==> config.mk <==
export PLATFORM = sky130hd
export DESIGN_NAME = kwa_front
export DESIGN_NICKNAME = d
export VERILOG_FILES = /design/src/kwa_pkg.sv /design/src/kwa_front.sv
export SDC_FILE = /design/constraint.sdc
export NUM_CORES = 1
export LEC_CHECK = 0
export ABC_CLOCK_PERIOD_IN_PS = 1800
export BUFFER_PORTS_ARGS = -buffer_cell sky130_fd_sc_hd__buf_2
export CORE_ASPECT_RATIO = 1.25
export CORE_MARGIN = 2
export CORE_UTILIZATION = 50
export DETAILED_ROUTE_END_ITERATION = 8
export GPL_TIMING_DRIVEN = 0
export HOLD_SLACK_MARGIN = 0.1
export MAX_ROUTING_LAYER = met4
export PLACE_DENSITY = 0.88
export SYNTH_ARGS = -nofsm -noshare
export SYNTH_HDL_FRONTEND = slang
export SYNTH_SLANG_ARGS = --single-unit
==> constraint.sdc <==
create_clock -name clock -period 1.8 [get_ports clock]
set_input_delay 0.36 -clock clock [delete_from_list [all_inputs] [get_ports clock]]
set_output_delay 0.36 -clock clock [all_outputs]
set_load 0.02 [all_outputs]
==> src/kwa_pkg.sv <==
package kwa_pkg;

   localparam int KEY_BITS         = 10;
   localparam int TOTAL_BITS       = 24;

   // fixed widths of the request and response fields
   localparam int KEY_FIELD_BITS   = 10;
   localparam int WEIGHT_BITS      = 10;
   localparam int TOTAL_FIELD_BITS = 24;

   // presence map: rows of columns, one occupancy flag per row
   localparam int COL_BITS   = KEY_BITS / 2;
   localparam int ROW_BITS   = KEY_BITS - COL_BITS;
   localparam int ROWS       = 1 << ROW_BITS;
   localparam int COLS       = 1 << COL_BITS;
   localparam int TABLE_SIZE = 1 << KEY_BITS;
   localparam int COUNT_BITS = KEY_BITS + 1;
   localparam int SUM_BITS   = ((TOTAL_BITS > WEIGHT_BITS) ? TOTAL_BITS : WEIGHT_BITS) + 1;

   // request queue between front and back
   localparam int QDEPTH    = 2;
   localparam int QPTR_BITS = 1;
   localparam int QCNT_BITS = 2;

   typedef enum logic {
      OP_ADD = 1'b0,
      OP_POP = 1'b1
   } op_type;

   typedef struct packed {
      op_type                 op;
      logic [KEY_BITS-1:0]    key;
      logic [WEIGHT_BITS-1:0] weight;
   } cmd_type;

   typedef struct packed {
      logic count_zero;
      logic rows_zero;
   } status_type;

   function automatic logic [KEY_BITS-1:0] key_from_field(input logic [KEY_FIELD_BITS-1:0] f);
      logic [KEY_BITS+KEY_FIELD_BITS-1:0] t;
      t = {{KEY_BITS{1'b0}}, f};
      return t[KEY_BITS-1:0];
   endfunction

   function automatic logic [KEY_FIELD_BITS-1:0] key_to_field(input logic [KEY_BITS-1:0] k);
      logic [KEY_BITS+KEY_FIELD_BITS-1:0] t;
      t = {{KEY_FIELD_BITS{1'b0}}, k};
      return t[KEY_FIELD_BITS-1:0];
   endfunction

   function automatic logic [TOTAL_FIELD_BITS-1:0] total_to_field(
      input logic [TOTAL_BITS-1:0] v);
      logic [TOTAL_BITS+TOTAL_FIELD_BITS-1:0] t;
      t = {{TOTAL_FIELD_BITS{1'b0}}, v};
      return t[TOTAL_FIELD_BITS-1:0];
   endfunction

   function automatic logic [TOTAL_BITS-1:0] sat_add(input logic [TOTAL_BITS-1:0] a,
                                                     input logic [WEIGHT_BITS-1:0] w);
      logic [SUM_BITS-1:0] s;
      logic [SUM_BITS-1:0] lim;
      lim = SUM_BITS'({TOTAL_BITS{1'b1}});
      s   = SUM_BITS'(a) + SUM_BITS'(w);
      if (s > lim) begin
         s = lim;
      end
      return s[TOTAL_BITS-1:0];
   endfunction

   // lowest set bit wins
   function automatic logic [ROW_BITS-1:0] first_row(input logic [ROWS-1:0] v);
      logic [ROW_BITS-1:0] idx;
      idx = '0;
      for (int i = ROWS - 1; i >= 0; i--) begin
         if (v[i]) begin
            idx = ROW_BITS'(i);
         end
      end
      return idx;
   endfunction

   function automatic logic [COL_BITS-1:0] first_col(input logic [COLS-1:0] v);
      logic [COL_BITS-1:0] idx;
      idx = '0;
      for (int i = COLS - 1; i >= 0; i--) begin
         if (v[i]) begin
            idx = COL_BITS'(i);
         end
      end
      return idx;
   endfunction

endpackage

==> src/kwa_front.sv <==
module kwa_front (
   input  logic                                 clock,
   input  logic                                 reset,
   input  logic                                 req_valid,
   output logic                                 req_ready,
   input  logic                                 req_op,
   input  logic [kwa_pkg::KEY_FIELD_BITS-1:0]   req_key,
   input  logic [kwa_pkg::WEIGHT_BITS-1:0]      req_weight,
   output logic                                 cmd_valid,
   output kwa_pkg::cmd_type                     cmd,
   input  logic                                 cmd_take
);

   kwa_pkg::cmd_type               queue_ff [kwa_pkg::QDEPTH];
   logic [kwa_pkg::QPTR_BITS-1:0]  wr_ptr_ff, wr_ptr_in;
   logic [kwa_pkg::QPTR_BITS-1:0]  rd_ptr_ff, rd_ptr_in;
   logic [kwa_pkg::QCNT_BITS-1:0]  level_ff, level_in;
   kwa_pkg::cmd_type               new_cmd;
   logic                           push;
   logic                           pull;

   assign req_ready = level_ff != kwa_pkg::QCNT_BITS'(kwa_pkg::QDEPTH);
   assign cmd_valid = level_ff != '0;
   assign cmd       = queue_ff[rd_ptr_ff];
   assign push      = req_valid && req_ready;
   assign pull      = cmd_take && cmd_valid;

   // classify: decode op, fold key into table index
   always_comb begin
      new_cmd.op     = req_op ? kwa_pkg::OP_POP : kwa_pkg::OP_ADD;
      new_cmd.key    = kwa_pkg::key_from_field(req_key);
      new_cmd.weight = req_weight;
   end

   always_comb begin
      wr_ptr_in = wr_ptr_ff;
      rd_ptr_in = rd_ptr_ff;
      level_in  = level_ff;
      if (push) begin
         wr_ptr_in = (wr_ptr_ff == kwa_pkg::QPTR_BITS'(kwa_pkg::QDEPTH - 1)) ?
                     '0 : wr_ptr_ff + kwa_pkg::QPTR_BITS'(1);
      end
      if (pull) begin
         rd_ptr_in = (rd_ptr_ff == kwa_pkg::QPTR_BITS'(kwa_pkg::QDEPTH - 1)) ?
                     '0 : rd_ptr_ff + kwa_pkg::QPTR_BITS'(1);
      end
      if (push && !pull) begin
         level_in = level_ff + kwa_pkg::QCNT_BITS'(1);
      end else if (pull && !push) begin
         level_in = level_ff - kwa_pkg::QCNT_BITS'(1);
      end
   end

   always_ff @(posedge clock) begin
      if (reset) begin
         wr_ptr_ff <= '0;
         rd_ptr_ff <= '0;
         level_ff  <= '0;
      end else begin
         wr_ptr_ff <= wr_ptr_in;
         rd_ptr_ff <= rd_ptr_in;
         level_ff  <= level_in;
      end
   end

   always_ff @(posedge clock) begin
      if (push) begin
         queue_ff[wr_ptr_ff] <= new_cmd;
      end
   end

endmodule

==> metrics.txt <==
CTS tree=built; CTS clk-pin slew, worst paths=0.08 ns; Sw Share=0.306; setup ws final=0.0847 ns; CTS Buffer Depth=2; Synth cell types=17; buffers added on ports=47; total CTS buffers=5; number of global-route vias before repair=1000; worst clock skew=0.00552 ns; WP data arrival=1.36 ns; R2R setup slack=0.14 ns; Avg Vias per Cell=5.06; Layout Nets=169; total power=2.91 mW; Site Rows=23; Final Non-Filler Cells=181; CP max stage cell=dfxtp_1; Leak=0.801 nW; WL final=2770 um; WL/cell=15.3 um; CP startpoint kind=flip-flop; Yosys top cell by area=edfxtp_1; RSZ-0062 raised after global routing=false; Placed Area=2010 um^2; worst-case reg-to-reg path depth=5; clock sink total=47; DP Worst Slack=-0.0629 ns; DRC=0; Core Footprint=3250 um^2; max-slew violations=0; Warnings, synthesis=0; run status=complete, no violations; met3 wire len=106 um; Slew @ Worst Pin=0.498 ns; Total GRT Usage=0.167; combinational power share=0.310; clk_lat worst skew=0.29 ns; Pre-antenna DRT Iters=4; Worst IR Drop VDD=0.954 mV; Die Width=56.6 um; crit share post-route=0.953; Final Hold Viols=0; clock power share=0.199; hold crit path type=primary input to flip-flop; final antenna-violating net count=0; Mapped Cells=89; area grow syn2layout=21.5%; synthesized area=1730 um^2; RR Endpoint=level_ff[1]; HPWL Detailed=2040 um; first-pass GRT wire length=4710 um; Buf/Inv on CP=2; die area=3950 um^2; Yosys reg bits=47; Worst Hold Launch=req_key[4]; final hold slack=0.255 ns; CP Class=flip-flop to output pin; IO Pins=48; sequential cell area fraction in the yosys report=0.787; delay-heaviest family, CP=flip-flops; syn nets=115; RR Startpoint=level_ff[0]; CP endpoint kind=output pin; total congestion overflow=0; total of max-cap violations=0; worst hold endpoint=queue_ff[1][14]; largest cells by area after synthesis=edfxtp_1, mux2_2, dfxtp_1, xor2_1, ha_1; # setup viols final=0; share of layout cells above drive strength 1=0.556; Pint=2.02 mW; Mean Syn Cell Area=19.4 um^2; Seq pwr share=0.491; Crit path required time=1.44 ns; CP max FO=10; WHS Path Cells=1; Worst slew margin=0.668; Placer Congestion=0.682; share of the synthesized area in the top cell type=0.729; NetSw=891 uW; fin util=0.647; antenna violations before repair=0; ant diodes=0; Die Y=69.8 um; largest net degree at the start of global routing=22; Met1 Wirelength=971 um; cts hold-fix bufs=0; Initial Util=0.532; H-tree depth=2; Placed Instances=173; CTS Root Cell=clkbuf_8; via total after detailed routing=916; critical path cell sequence=buf_4 > mux2_2 > buf_2; met2 WL=1640 um; cell area after layout=2100 um^2; Pwr Density=1380 nW/um^2; Detailed Route Iter0 Violations=37; max incr delay on CP=0.36 ns; Tmin final=1.72 ns; fmax=0.583 GHz; Setup Total Neg Slack=0 ns; max layer used=met4
-- power groups by stage --
stage	Clock [mW]	Combinational (mW)	Sequential, mW
global route	0.662	0.984	1.45
floorplan	0	0.644	1.43
global placement	0	0.870	1.44
CTS	0.595	0.913	1.43
detailed placement	0	0.909	1.46
finish	0.579	0.903	1.43
-- cells by family after synthesis --
kind of cell             synth area share
AND/OR/NAND/NOR                    0.0289
multiplexers                        0.137
buffers and inverters             0.00795
adder cells (fa/ha/maj)           0.00723
XOR/XNOR                           0.0152
AO/OA/AOI/OAI                      0.0174
flip-flops                          0.787
-- area by class of cell --
type	count	area, um^2
buffer	2	15.0
inverter	1	7.51
sequential	47	1360
multi-input combinational	39	357
timing repair buffer	47	235
clock buffer	7	76.3
tap	37	46.3
fill	250	1150
clock inverter	1	5.00
-- flip-flops by register name, indices dropped and copies added, names as in the netlist, named ones only --
signal and count:
level_ff 2, queue_ff 42, rd_ptr_ff 1, wr_ptr_ff 1
-- worst max-delay path by stage --
stage / startpoint / to / slack (ns) / cells past startpoint
finish: flip-flop / cmd[4] / 0.08 / 3
global route: flip-flop / cmd[8] / 0.01 / 3
CTS: flip-flop / cmd[16] / -0.007 / 3
detailed placement: level_ff[0] / queue_ff[1][6] / -0.06 / 2
global placement: level_ff[0] / queue_ff[1][6] / 0.04 / 2
floorplan: level_ff[0] / queue_ff[1][0] / 0.11 / 2
-- routing by layer --
| metal | GRT usage | vias to the layer above |
|---|---|---|
| li1 | - | 448 |
| met4 | 0.0952 | 0 |
| met3 | 0.0560 | 5 |
| met1 | 0.156 | 440 |
| met5 | - | - |
| met2 | 0.291 | 23 |
-- cell usage in the layout, fill, tap and decap left out, drive strengths merged --
cell,synthesis,routed
buf,2,49
edfxtp,42,42
mux2,21,21
clkbuf,0,7
dfxtp,5,5
xor2,3,3
nor2,3,3
o21ai,2,2
a21oi,2,2
nand2b,1,1
and2,1,1
or2,1,1
and3,1,1
nand3b,1,1
clkinvlp,0,1
a21bo,1,1
or3,1,1
ha,1,1
clkinv,0,1
-- cell usage after synthesis --
cell	number
and3_1	1
or3_1	1
xor2_1	3
ha_1	1
a21bo_2	1
mux2_2	21
a21oi_1	2
and2_1	1
inv_1	1
buf_2	2
dfxtp_1	5
edfxtp_1	42
nor2_1	3
or2_2	1
nand2b_1	1
nand3b_1	1
o21ai_0	2
-- repair_timing --
action,4_1_cts,5_1_grt
endpoints found under the setup margin,25,41
gates resized for setup,1,5
buffers inserted,0,0
gates cloned,0,0
Note: power is estimated with default switching activity, not from simulation.
